### src/hdl/psmc_pkg.sv
// shared types, constants and helpers for the ps/2 mouse packet cursor
`default_nettype none

package psmc_pkg;

  // header byte marks
  localparam logic [7:0] HDR_SYNC_BIT  = 8'h08;
  localparam logic [7:0] HDR_ZERO_BITS = 8'hC0;
  localparam logic [7:0] HDR_BTN_MASK  = 8'h07;
  localparam int         HDR_XSIGN     = 4;
  localparam int         HDR_YSIGN     = 5;

  // field widths
  localparam int BYTE_W  = 8;
  localparam int LIM_W   = 12;
  localparam int GAIN_W  = 4;
  localparam int BTN_W   = 3;
  localparam int MOVE_W  = 13;
  localparam int CIDX_W  = 2;

  // configuration register indexes
  localparam logic [CIDX_W-1:0] CFG_X_LIMIT = 2'd0;
  localparam logic [CIDX_W-1:0] CFG_Y_LIMIT = 2'd1;
  localparam logic [CIDX_W-1:0] CFG_GAIN    = 2'd2;

  // configuration reset values
  localparam logic [LIM_W-1:0]  X_LIMIT_RST = 12'd1023;
  localparam logic [LIM_W-1:0]  Y_LIMIT_RST = 12'd767;
  localparam logic [GAIN_W-1:0] GAIN_RST    = 4'd2;

  // cursor reset values before reduction to the position range
  localparam int CURSOR_X_RST = 512;
  localparam int CURSOR_Y_RST = 384;

  // configuration as seen by the back end
  typedef struct packed {
    logic [LIM_W-1:0]  x_limit;
    logic [LIM_W-1:0]  y_limit;
    logic [GAIN_W-1:0] gain;
  } cfg_t;

  // one assembled mouse packet
  typedef struct packed {
    logic [BYTE_W-1:0] header;
    logic [BYTE_W-1:0] xbyte;
    logic [BYTE_W-1:0] ybyte;
  } pkt_t;

  // a byte that can open a packet
  function automatic logic first_like(input logic [BYTE_W-1:0] b);
    first_like = ((b & HDR_SYNC_BIT) != '0) && ((b & HDR_ZERO_BITS) == '0);
  endfunction

endpackage

`default_nettype wire

### src/hdl/ps2_mouse_packet_cursor.sv
// top level: ps/2 mouse packet decoder with clamped cursor
//
// input words (data_byte, from_aux) are taken when in_valid is high and
// in_stall is low. keyboard bytes (from_aux low) are dropped. mouse bytes
// are assembled into 3-byte packets; each completed packet yields one
// output word (pos_x, pos_y, buttons, move_x, move_y), taken when out_valid
// is high and out_stall is low.
// throughput: one input byte per cycle unless stalled. the accepted third
// byte of a packet passes the queue write, scale stage and cursor add/clamp
// stage before out_valid. a two-entry packet queue sits between the byte
// assembler and the cursor pipeline, so bytes keep flowing while a result
// waits; in_stall rises only when that queue is full. configuration (x_limit,
// y_limit, gain) is written via cfg_valid / cfg_index / cfg_data, always
// ready; the user must write it only while the block is idle, not enforced
// by the block. reset (rst, synchronous) sets limits 1023/767, gain 2, cursor
// 512/384 (capped at the position range) and waits for a packet header.
`default_nettype none

module ps2_mouse_packet_cursor #(
  parameter int POS_BITS = 12
) (
  input  wire logic                  clk,
  input  wire logic                  rst,
  input  wire logic                  in_valid,
  output logic                       in_stall,
  input  wire logic [7:0]            data_byte,
  input  wire logic                  from_aux,
  output logic                       out_valid,
  input  wire logic                  out_stall,
  output logic [POS_BITS-1:0]        pos_x,
  output logic [POS_BITS-1:0]        pos_y,
  output logic [2:0]                 buttons,
  output logic signed [12:0]         move_x,
  output logic signed [12:0]         move_y,
  input  wire logic                  cfg_valid,
  output logic                       cfg_ready,
  input  wire logic [1:0]            cfg_index,
  input  wire logic [11:0]           cfg_data
);

  psmc_pkg::cfg_t cfg;
  psmc_pkg::pkt_t push_pkt;
  psmc_pkg::pkt_t q_head;
  logic           push;
  logic           q_full;
  logic           q_avail;
  logic           q_pop;
  logic           in_accept;

  assign cfg_ready = 1'b1;
  assign in_stall  = q_full;
  assign in_accept = in_valid && !in_stall;

  // configuration registers
  always_ff @(posedge clk) begin
    if (rst) begin
      cfg.x_limit <= psmc_pkg::X_LIMIT_RST;
      cfg.y_limit <= psmc_pkg::Y_LIMIT_RST;
      cfg.gain    <= psmc_pkg::GAIN_RST;
    end else if (cfg_valid && cfg_ready) begin
      unique case (cfg_index)
        psmc_pkg::CFG_X_LIMIT: cfg.x_limit <= cfg_data;
        psmc_pkg::CFG_Y_LIMIT: cfg.y_limit <= cfg_data;
        psmc_pkg::CFG_GAIN:    cfg.gain    <= cfg_data[psmc_pkg::GAIN_W-1:0];
        default:               cfg.gain    <= cfg.gain;
      endcase
    end
  end

  psmc_front u_front (
    .clk       (clk),
    .rst       (rst),
    .accept    (in_accept),
    .data_byte (data_byte),
    .from_aux  (from_aux),
    .push      (push),
    .push_pkt  (push_pkt)
  );

  psmc_fifo u_fifo (
    .clk      (clk),
    .rst      (rst),
    .push     (push),
    .push_pkt (push_pkt),
    .pop      (q_pop),
    .full     (q_full),
    .avail    (q_avail),
    .head     (q_head)
  );

  psmc_back #(
    .POS_BITS (POS_BITS)
  ) u_back (
    .clk       (clk),
    .rst       (rst),
    .cfg       (cfg),
    .q_avail   (q_avail),
    .q_head    (q_head),
    .q_pop     (q_pop),
    .out_valid (out_valid),
    .out_stall (out_stall),
    .pos_x     (pos_x),
    .pos_y     (pos_y),
    .buttons   (buttons),
    .move_x    (move_x),
    .move_y    (move_y)
  );

  // queue never written while full
  a_no_overflow: assert property (@(posedge clk) disable iff (rst)
    push |-> !q_full)
    else $error("packet queue written while full");

  // delivered x position lies within the configured limit
  a_pos_x_limit: assert property (@(posedge clk) disable iff (rst)
    out_valid |-> (32'(pos_x) <= 32'(cfg.x_limit)))
    else $error("pos_x beyond x_limit");

  // delivered y position lies within the configured limit
  a_pos_y_limit: assert property (@(posedge clk) disable iff (rst)
    out_valid |-> (32'(pos_y) <= 32'(cfg.y_limit)))
    else $error("pos_y beyond y_limit");

  // zero gain gives zero moves
  a_zero_gain: assert property (@(posedge clk) disable iff (rst)
    (out_valid && cfg.gain == '0) |-> (move_x == '0 && move_y == '0))
    else $error("nonzero move with zero gain");

endmodule

`default_nettype wire

### src/hdl/psmc_front.sv
// front end: filters keyboard bytes and assembles 3-byte mouse packets
`default_nettype none

module psmc_front (
  input  wire logic                     clk,
  input  wire logic                     rst,
  input  wire logic                     accept,
  input  wire logic [7:0]               data_byte,
  input  wire logic                     from_aux,
  output logic                          push,
  output psmc_pkg::pkt_t                push_pkt
);

  typedef enum logic [1:0] {
    WAIT_HDR,
    WAIT_X,
    WAIT_Y
  } pos_t;

  pos_t       pos;
  pos_t       pos_next;
  logic [7:0] header;
  logic [7:0] xbyte;
  logic       take;
  logic       is_first;

  assign take     = accept && from_aux;
  assign is_first = psmc_pkg::first_like(data_byte);

  // next byte position
  always_comb begin
    pos_next = pos;
    push     = 1'b0;
    if (take) begin
      unique case (pos)
        WAIT_HDR: begin
          if (is_first) pos_next = WAIT_X;
        end
        WAIT_X: begin
          pos_next = is_first ? WAIT_X : WAIT_Y;
        end
        WAIT_Y: begin
          if (is_first) begin
            pos_next = WAIT_X;
          end else begin
            pos_next = WAIT_HDR;
            push     = 1'b1;
          end
        end
        default: begin
          if (is_first) pos_next = WAIT_X;
        end
      endcase
    end
  end

  // completed packet word toward the queue
  assign push_pkt = '{header: header, xbyte: xbyte, ybyte: data_byte};

  // position state and captured bytes
  always_ff @(posedge clk) begin
    if (rst) begin
      pos    <= WAIT_HDR;
      header <= '0;
      xbyte  <= '0;
    end else begin
      pos <= pos_next;
      if (take && is_first) header <= data_byte;
      if (take && !is_first && pos == WAIT_X) xbyte <= data_byte;
    end
  end

endmodule

`default_nettype wire

### src/hdl/psmc_fifo.sv
// two-entry packet queue between front and back end
`default_nettype none

module psmc_fifo (
  input  wire logic           clk,
  input  wire logic           rst,
  input  wire logic           push,
  input  wire psmc_pkg::pkt_t push_pkt,
  input  wire logic           pop,
  output logic                full,
  output logic                avail,
  output psmc_pkg::pkt_t      head
);

  psmc_pkg::pkt_t mem [2];
  logic           wptr;
  logic           rptr;
  logic [1:0]     count;
  logic           do_pop;

  assign full   = (count == 2'd2);
  assign avail  = (count != 2'd0);
  assign do_pop = pop && avail;
  assign head   = mem[rptr];

  // storage
  always_ff @(posedge clk) begin
    if (push) mem[wptr] <= push_pkt;
  end

  // pointers and fill count
  always_ff @(posedge clk) begin
    if (rst) begin
      wptr  <= 1'b0;
      rptr  <= 1'b0;
      count <= 2'd0;
    end else begin
      if (push) wptr <= ~wptr;
      if (do_pop) rptr <= ~rptr;
      priority case ({push, do_pop})
        2'b10:   count <= count + 2'd1;
        2'b01:   count <= count - 2'd1;
        default: count <= count;
      endcase
    end
  end

endmodule

`default_nettype wire

### src/hdl/psmc_back.sv
// back end: scales the moves, then updates and clamps the cursor
`default_nettype none

module psmc_back #(
  parameter int POS_BITS = 12
) (
  input  wire logic                 clk,
  input  wire logic                 rst,
  input  wire psmc_pkg::cfg_t       cfg,
  input  wire logic                 q_avail,
  input  wire psmc_pkg::pkt_t       q_head,
  output logic                      q_pop,
  output logic                      out_valid,
  input  wire logic                 out_stall,
  output logic [POS_BITS-1:0]       pos_x,
  output logic [POS_BITS-1:0]       pos_y,
  output logic [2:0]                buttons,
  output logic signed [12:0]        move_x,
  output logic signed [12:0]        move_y
);

  localparam int PMAX_I = (1 << POS_BITS) - 1;
  localparam int XR_I   = (psmc_pkg::CURSOR_X_RST > PMAX_I) ? PMAX_I : psmc_pkg::CURSOR_X_RST;
  localparam int YR_I   = (psmc_pkg::CURSOR_Y_RST > PMAX_I) ? PMAX_I : psmc_pkg::CURSOR_Y_RST;
  localparam int SUM_W  = ((POS_BITS + 1 > psmc_pkg::MOVE_W) ? POS_BITS + 1
                                                              : psmc_pkg::MOVE_W) + 1;
  localparam logic [POS_BITS-1:0] PMAX = '1;

  // stage one: scaled moves
  logic                               s1_valid;
  logic signed [psmc_pkg::MOVE_W-1:0] s1_mx;
  logic signed [psmc_pkg::MOVE_W-1:0] s1_my;
  logic [2:0]                         s1_btn;
  logic signed [8:0]                  nine_x;
  logic signed [8:0]                  nine_y;
  logic signed [13:0]                 prod_x;
  logic signed [13:0]                 prod_y;
  logic signed [13:0]                 neg_y;
  logic                               s1_en;
  logic                               s2_en;
  logic                               load;

  // stage two: cursor update
  logic [SUM_W-1:0]        lim_x;
  logic [SUM_W-1:0]        lim_y;
  logic signed [SUM_W-1:0] sum_x;
  logic signed [SUM_W-1:0] sum_y;
  logic [POS_BITS-1:0]     pos_x_next;
  logic [POS_BITS-1:0]     pos_y_next;

  // pipeline flow
  assign s2_en = !out_valid || !out_stall;
  assign s1_en = !s1_valid || s2_en;
  assign q_pop = q_avail && s1_en;
  assign load  = s1_valid && s2_en;

  // sign-extended 9-bit moves times gain
  assign nine_x = {q_head.header[psmc_pkg::HDR_XSIGN], q_head.xbyte};
  assign nine_y = {q_head.header[psmc_pkg::HDR_YSIGN], q_head.ybyte};
  assign prod_x = nine_x * $signed({1'b0, cfg.gain});
  assign prod_y = nine_y * $signed({1'b0, cfg.gain});
  assign neg_y  = -prod_y;

  always_ff @(posedge clk) begin
    if (rst) begin
      s1_valid <= 1'b0;
    end else begin
      s1_valid <= q_pop || (s1_valid && !s2_en);
    end
  end

  always_ff @(posedge clk) begin
    if (q_pop) begin
      s1_mx  <= prod_x[psmc_pkg::MOVE_W-1:0];
      s1_my  <= neg_y[psmc_pkg::MOVE_W-1:0];
      s1_btn <= q_head.header[2:0] & psmc_pkg::HDR_BTN_MASK[2:0];
    end
  end

  // effective limits, capped at the position range
  assign lim_x = (SUM_W'(cfg.x_limit) > SUM_W'(PMAX)) ? SUM_W'(PMAX) : SUM_W'(cfg.x_limit);
  assign lim_y = (SUM_W'(cfg.y_limit) > SUM_W'(PMAX)) ? SUM_W'(PMAX) : SUM_W'(cfg.y_limit);

  // add and clamp
  assign sum_x = $signed(SUM_W'(pos_x)) + SUM_W'(s1_mx);
  assign sum_y = $signed(SUM_W'(pos_y)) + SUM_W'(s1_my);

  always_comb begin
    priority if (sum_x[SUM_W-1]) begin
      pos_x_next = '0;
    end else if (unsigned'(sum_x) > lim_x) begin
      pos_x_next = lim_x[POS_BITS-1:0];
    end else begin
      pos_x_next = sum_x[POS_BITS-1:0];
    end
  end

  always_comb begin
    priority if (sum_y[SUM_W-1]) begin
      pos_y_next = '0;
    end else if (unsigned'(sum_y) > lim_y) begin
      pos_y_next = lim_y[POS_BITS-1:0];
    end else begin
      pos_y_next = sum_y[POS_BITS-1:0];
    end
  end

  // cursor doubles as the output position register
  always_ff @(posedge clk) begin
    if (rst) begin
      out_valid <= 1'b0;
      pos_x     <= POS_BITS'(XR_I);
      pos_y     <= POS_BITS'(YR_I);
    end else begin
      out_valid <= load || (out_valid && out_stall);
      if (load) begin
        pos_x <= pos_x_next;
        pos_y <= pos_y_next;
      end
    end
  end

  always_ff @(posedge clk) begin
    if (load) begin
      buttons <= s1_btn;
      move_x  <= s1_mx;
      move_y  <= s1_my;
    end
  end

endmodule

`default_nettype wire

### config.mk
export PLATFORM = sky130hd
export DESIGN_NAME = ps2_mouse_packet_cursor
export DESIGN_NICKNAME = d
export VERILOG_FILES = /design/src/hdl/psmc_pkg.sv /design/src/hdl/ps2_mouse_packet_cursor.sv /design/src/hdl/psmc_front.sv /design/src/hdl/psmc_fifo.sv /design/src/hdl/psmc_back.sv
export SDC_FILE = /design/constraint.sdc
export NUM_CORES = 1
export LEC_CHECK = 0
export CORE_ASPECT_RATIO = 0.7
export CORE_MARGIN = 2
export CORE_UTILIZATION = 50
export DETAILED_ROUTE_END_ITERATION = 10
export DONT_BUFFER_PORTS = 1
export SLEW_MARGIN = 10
export SYNTH_ARGS = -nofsm -noshare
export SYNTH_HDL_FRONTEND = slang
export SYNTH_SLANG_ARGS = --single-unit
### constraint.sdc
create_clock -name clk -period 6.69 [get_ports clk]
set_clock_uncertainty 0.2 [all_clocks]
set_input_delay 0.669 -clock clk [delete_from_list [all_inputs] [get_ports clk]]
set_output_delay 0.669 -clock clk [all_outputs]
set_load 0.05 [all_outputs]
# Word-level counts from Yosys, hierarchy flattened

Memory sizes are Yosys's and may differ from the RTL's. A register that Yosys moved wholly into a read port is not among the register bits.
Index checks and enable logic that the tools add are counted.
Widths: inputs -> output; s select.

Memory bits (writable): 48
Memory bits (read-only): 0
Bits in latches: 0
Memories kept: 1
Flip-flop bits (word level): 134
Word-level logic and storage cells: 84

Memories:

| name       | words | bits a word | read ports | clocked after Yosys merged registers in | wr ports | line            | RTL |
|---|---|---|---|---|---|---|---|
| u_fifo.mem | 2     | 24          | 1          | 1                                       | 1        | psmc_fifo.sv:15 | `psmc_pkg::pkt_t mem [2];` |

Equal/unequal tests: 7
Muxes and demuxes: 16
Multipliers: 2
Div/mod/pow operators: 0
Reductions and logical operators: 30
Bitwise gates (word level): 2
Order comparisons: 2
Shift-type cells: 0
Add/sub/neg operators: 5

Operators by type and width:

| kind                | number |
|---|---|
| $mux 12             | 4 |
| $add 13x13->14      | 2 |
| $gt 14x12->1        | 2 |
| $mul 9x5->13        | 2 |
| $neg 13->13         | 1 |
| $logic_and 1x1->1   | 11 |
| $eq 2x2->1 const B  | 4 |
| $logic_not 8->1     | 1 |
| $mux 1              | 8 |
| $pmux 2 s2          | 2 |
| $reduce_and 2->1    | 4 |
| $eq 2x1->1 const B  | 3 |
| $logic_not 1->1     | 6 |
| $logic_or 1x1->1    | 4 |
| $mux 2              | 2 |
| $reduce_bool 2->1   | 2 |
| $reduce_bool 3->1   | 1 |
| $add 2x1->2 const B | 1 |
| $logic_not 2->1     | 1 |
| $not 1->1           | 2 |
| $sub 2x1->2 const B | 1 |

# Logic depth before layout (Yosys ltp)

Depth in word-level cells: 7
Gate-level depth with buffers: 17
Depth with buffers taken out: 16

# Hierarchy

A second synthesis with hierarchy kept.

Cells, all modules: 1,059
Area, all modules: 11,224.5 um^2

Modules (own cells, without submodules):

| module                  | cells an instance | instances | seq. area each (um^2) | area an instance (um^2) |
|---|---|---|---|---|
| psmc_back               | 751               | 1         | 2,262.2               | 7,274.5 |
| psmc_fifo               | 98                | 1         | 1,541.5               | 1,941.9 |
| ps2_mouse_packet_cursor | 116               | 1         | 560.5                 | 1,144.8 |
| psmc_front              | 94                | 1         | 360.3                 | 863.3 |

# Least setup slack after synthesis

No wires, ideal clock.

Path kind: reg2reg
Start point: reg with a tool-made name
End point: reg u_back.s1_my[12] (netlist name), data pin
Buffers on the path: 1
Path slack: 1.911 ns
Period minus slack after synthesis: 4.779 ns
Cell stages (with the launch flop): 17
Arrival: 4.310 ns
Library setup time: 0.269 ns
Path through: dfxtp_1 -> buf_1 -> mux2i_1 -> nor2b_1 -> fa_1 -> ha_1 -> inv_1 -> fa_1 -> ha_1 -> ha_1 -> a21o_1 -> a21oi_1 -> o21bai_1 -> a21oi_1 -> o21ai_1 -> a2111oi_0 -> nor3_1

RTL lines:

| element              | line            | RTL |
|---|---|---|
| end signal, assigned | psmc_back.sv:75 | `s1_my <= neg_y[psmc_pkg::MOVE_W-1:0];` |
| end, declared        | psmc_back.sv:32 | `logic signed [psmc_pkg::MOVE_W-1:0] s1_my;` |

==> results.md <==
* Status: finished clean
* Setup TNS at 0 ns
* Syn nets at 1,175
* Vias/cell at 5.51
* EDFF count, synth at 100
* Fin. Hold Viols at 0
* Mean Syn Cell Area at 10.6 µm²
* PwrDens at 380 nW/µm²
* Synth area leaders: edfxtp_1 28%, dfxtp_1 14%, ha_1 12%, fa_1 7.2%, inv_1 4.0%
* Yosys warns at 0
* Worst Tran Pin Value at 0.944 ns
* Fmax at 0.196 GHz
* Post-synthesis sequential area ratio at 42.3%
* WL/cell at 17.6 µm
* I/O Buffers at 0
* Synth area leader: edfxtp_1
* Tot GR Track Use at 21.1%
* Register area at 4480 µm²
* Max clock buf depth at 2
* FF-to-FF setup slack at 1.58 ns
* HPWL after DPL at 16,800 µm
* Destination of the worst hold path: u_fifo.mem[0][4]
* Worst-skew pair later-pin latency at 0.43 ns
* I/O pins at 84
* Most frequent cells in the layout: 114 x inv_1, 105 x ha_1, 100 x edfxtp_1, 74 x dfxtp_1, 71 x nand2_1
* Number of global-route vias before repair at 6,891
* TritonCTS buffer count at 17
* Most common cell after layout, fill and taps aside: inv_1
* Met2 GRT Util at 30.8%
* GP Congestion at 0.876
* Largest net degree at the start of global routing at 57
* CTS tree: yes
* Synth Instances at 1,004
* Final setup vio count at 0
* Pleak at 4.75 nW
* DIE WIDTH at 178 µm
* M3 GR Usage at 5.98%
* Vias at 7,111
* Ant diodes at 0
* Most Crowded Layer GR: met2
* Tmin final at 5.11 ns
* Worst EP arrival at 5.09 ns
* Worst hold path type: primary input to register
* Area growth from synthesis to layout at 8.49%
* Global route overflow at 0
* Setup Crit Path Kind: register to register
* Postcts setup bufs at 0
* Crit Path Max Fanout at 12
* Synthesized area at 10,600 µm²
* Hold Path Depth at 0
* Max cap viols at 0
* Final worst slack at 1.58 ns
* #FFs+latches synth at 174
* Die area at 22,400 µm²
* Share of post-route cells with drive strength above 1 at 5.42%
* Initial DRC count at 420
* Setup crit start kind: register
* First-pass GRT wire length at 36,500 µm
* VDD IR max at 190 µV
* Max_slew headroom at 36.9%
* Root buf cell: clkbuf_16
* Area of the multi-input gates at 5570 µm²
* Netlist cell types at 63
* Die height at 126 µm
* Number of filler cells placed in the layout at 1,843
* Post_cts resized at 0
* Initial core utilization at 51.1%
* Antenna violations before repair at 0
* Hold_buf cts at 0
* Synth top area share at 28.3%
* Hold Crit Start: data_byte[4]
* Most used DFF post-synth: edfxtp_1
* R2r worst-path depth at 15
* Final wirelength at 22,700 µm
* Reg2reg end: u_back.s1_my[12]
* Site Rows at 44
* Drt drc at 0
* Asr flop ratio synth at 0%
* NumNets Final at 1,173
* First drt pass iteration count at 4
* Critical Path End Type: register
* Clk slew on worst S/H paths at 0.07 ns
* RSZ-0062 raised after global routing: no
* M1 GR Usage at 30.6%
* Core area at 20,800 µm²
* Htree depth at 4
* DP Worst Slack at 1.54 ns
* Worst path required time at 6.66 ns
* TritonCTS Sinks at 174
* Period utilization at 76.5%
* Max Slew Vio Count at 0
* Routed Antenna Nets at 0
[logic make-up (layout without fill, tap and decap cells)]
logic type / Yosys count / count (layout) / share of synthesized area (%)
fa+ha+maj: 143 / 143 / 19.6
buf+inv: 143 / 154 / 5.29
other cells: 1 / 1 / 0.0354
xor+xnor: 42 / 42 / 3.47
mux: 47 / 47 / 4.52
simple gates: 259 / 259 / 12.1
flops: 174 / 174 / 42.3
compound gates: 195 / 195 / 12.6
[power by group]
group          total (mW)  internal, mW  switching, mW
sequential           1.67          1.37          0.304
combinational        1.66         0.684          0.977
clock                1.03         0.600          0.432
total                4.37          2.65           1.71
[layout make-up]
type / instances / area share (%)
tap: 276 / 3.00
timing repair buffer: 8 / 0.522
multi-input combinational: 687 / 48.5
inverter: 114 / 3.72
clock inverter: 13 / 1.43
clock buffer: 19 / 3.85
sequential: 174 / 39.0
[cells in the mapped netlist, types with 7 or more instances]
library cell and n:
a211o_1 19, a21o_1 15, a21oi_1 47, and2_1 7, clkbuf_1 17, dfxtp_1 74, edfxtp_1 100, fa_1 38
ha_1 105, inv_1 114, mux2_2 7, mux2i_1 40, nand2_1 71, nand3_1 15, nor2_1 65, nor2b_1 60
nor3_1 8, o211ai_1 14, o21a_1 8, o21ai_0 17, o21ai_1 17, o311ai_1 11, xnor2_1 32, xor2_1 10
[routing by layer]
metal  wire (µm)  vias to the layer above
met3        1490                       20
met4         274                        0
li1            -                     3520
met1       11100                     3406
met5           0                        -
met2        9820                      165
[sequential cells by signal (all words and copies together) (netlist names), 2 cells and up, named ones only]
signal / flops
u_fifo.mem: 42
cfg: 28
u_back.move_x: 13
u_back.move_y: 13
u_back.s1_mx: 13
u_back.s1_my: 13
u_back.pos_x: 12
u_back.pos_y: 12
u_front.xbyte: 8
u_front.header: 5
u_back.buttons: 3
u_back.s1_btn: 3
u_fifo.count: 2
u_front.pos: 2
[per-stage QoR]
stage | total power [mW] | instances | area, µm² | utilization, % | hold slack (ns)
floorplan | 2.96 | 1004 | 10600 | - | 0.200
global placement | 3.33 | 1259 | 10900 | 52.5 | 0.201
detailed placement | 3.35 | 1259 | 10900 | 52.5 | 0.216
CTS | 4.41 | 1291 | 11500 | 55.4 | 0.0935
global route | 4.68 | 1291 | 11500 | 55.4 | 0.0950
finish | 4.37 | 1291 | 11500 | 55.4 | 0.130
[how the worst max path moves through the flow]
| stage | cells after the start | endpoint | from | slack (ns) |
|---|---|---|---|---|
| CTS | 15 | u_back.s1_my[12] | register | 1.50 |
| finish | 15 | u_back.s1_my[12] | register | 1.58 |
| global placement | 15 | u_back.s1_my[12] | register | 1.62 |
| global route | 15 | u_back.s1_my[12] | register | 1.21 |
| floorplan | 16 | u_back.s1_my[12] | register | 1.91 |
| detailed placement | 15 | u_back.s1_my[12] | register | 1.54 |
[worst max-delay path, cell delays in order, from the launching register on]
cell       delay [ns]
dfxtp_1          0.75
buf_4            0.33
mux2i_1          0.35
nor2b_1          0.11
fa_1             0.44
ha_1             0.29
inv_1            0.05
fa_1             0.47
ha_1             0.30
ha_1             0.34
a21oi_1          0.22
o21bai_1         0.09
a21oi_1          0.23
o21ai_1          0.16
a2111oi_0        0.45
nor3_1           0.09
No activity file was read; power rests on OpenSTA's default activity.
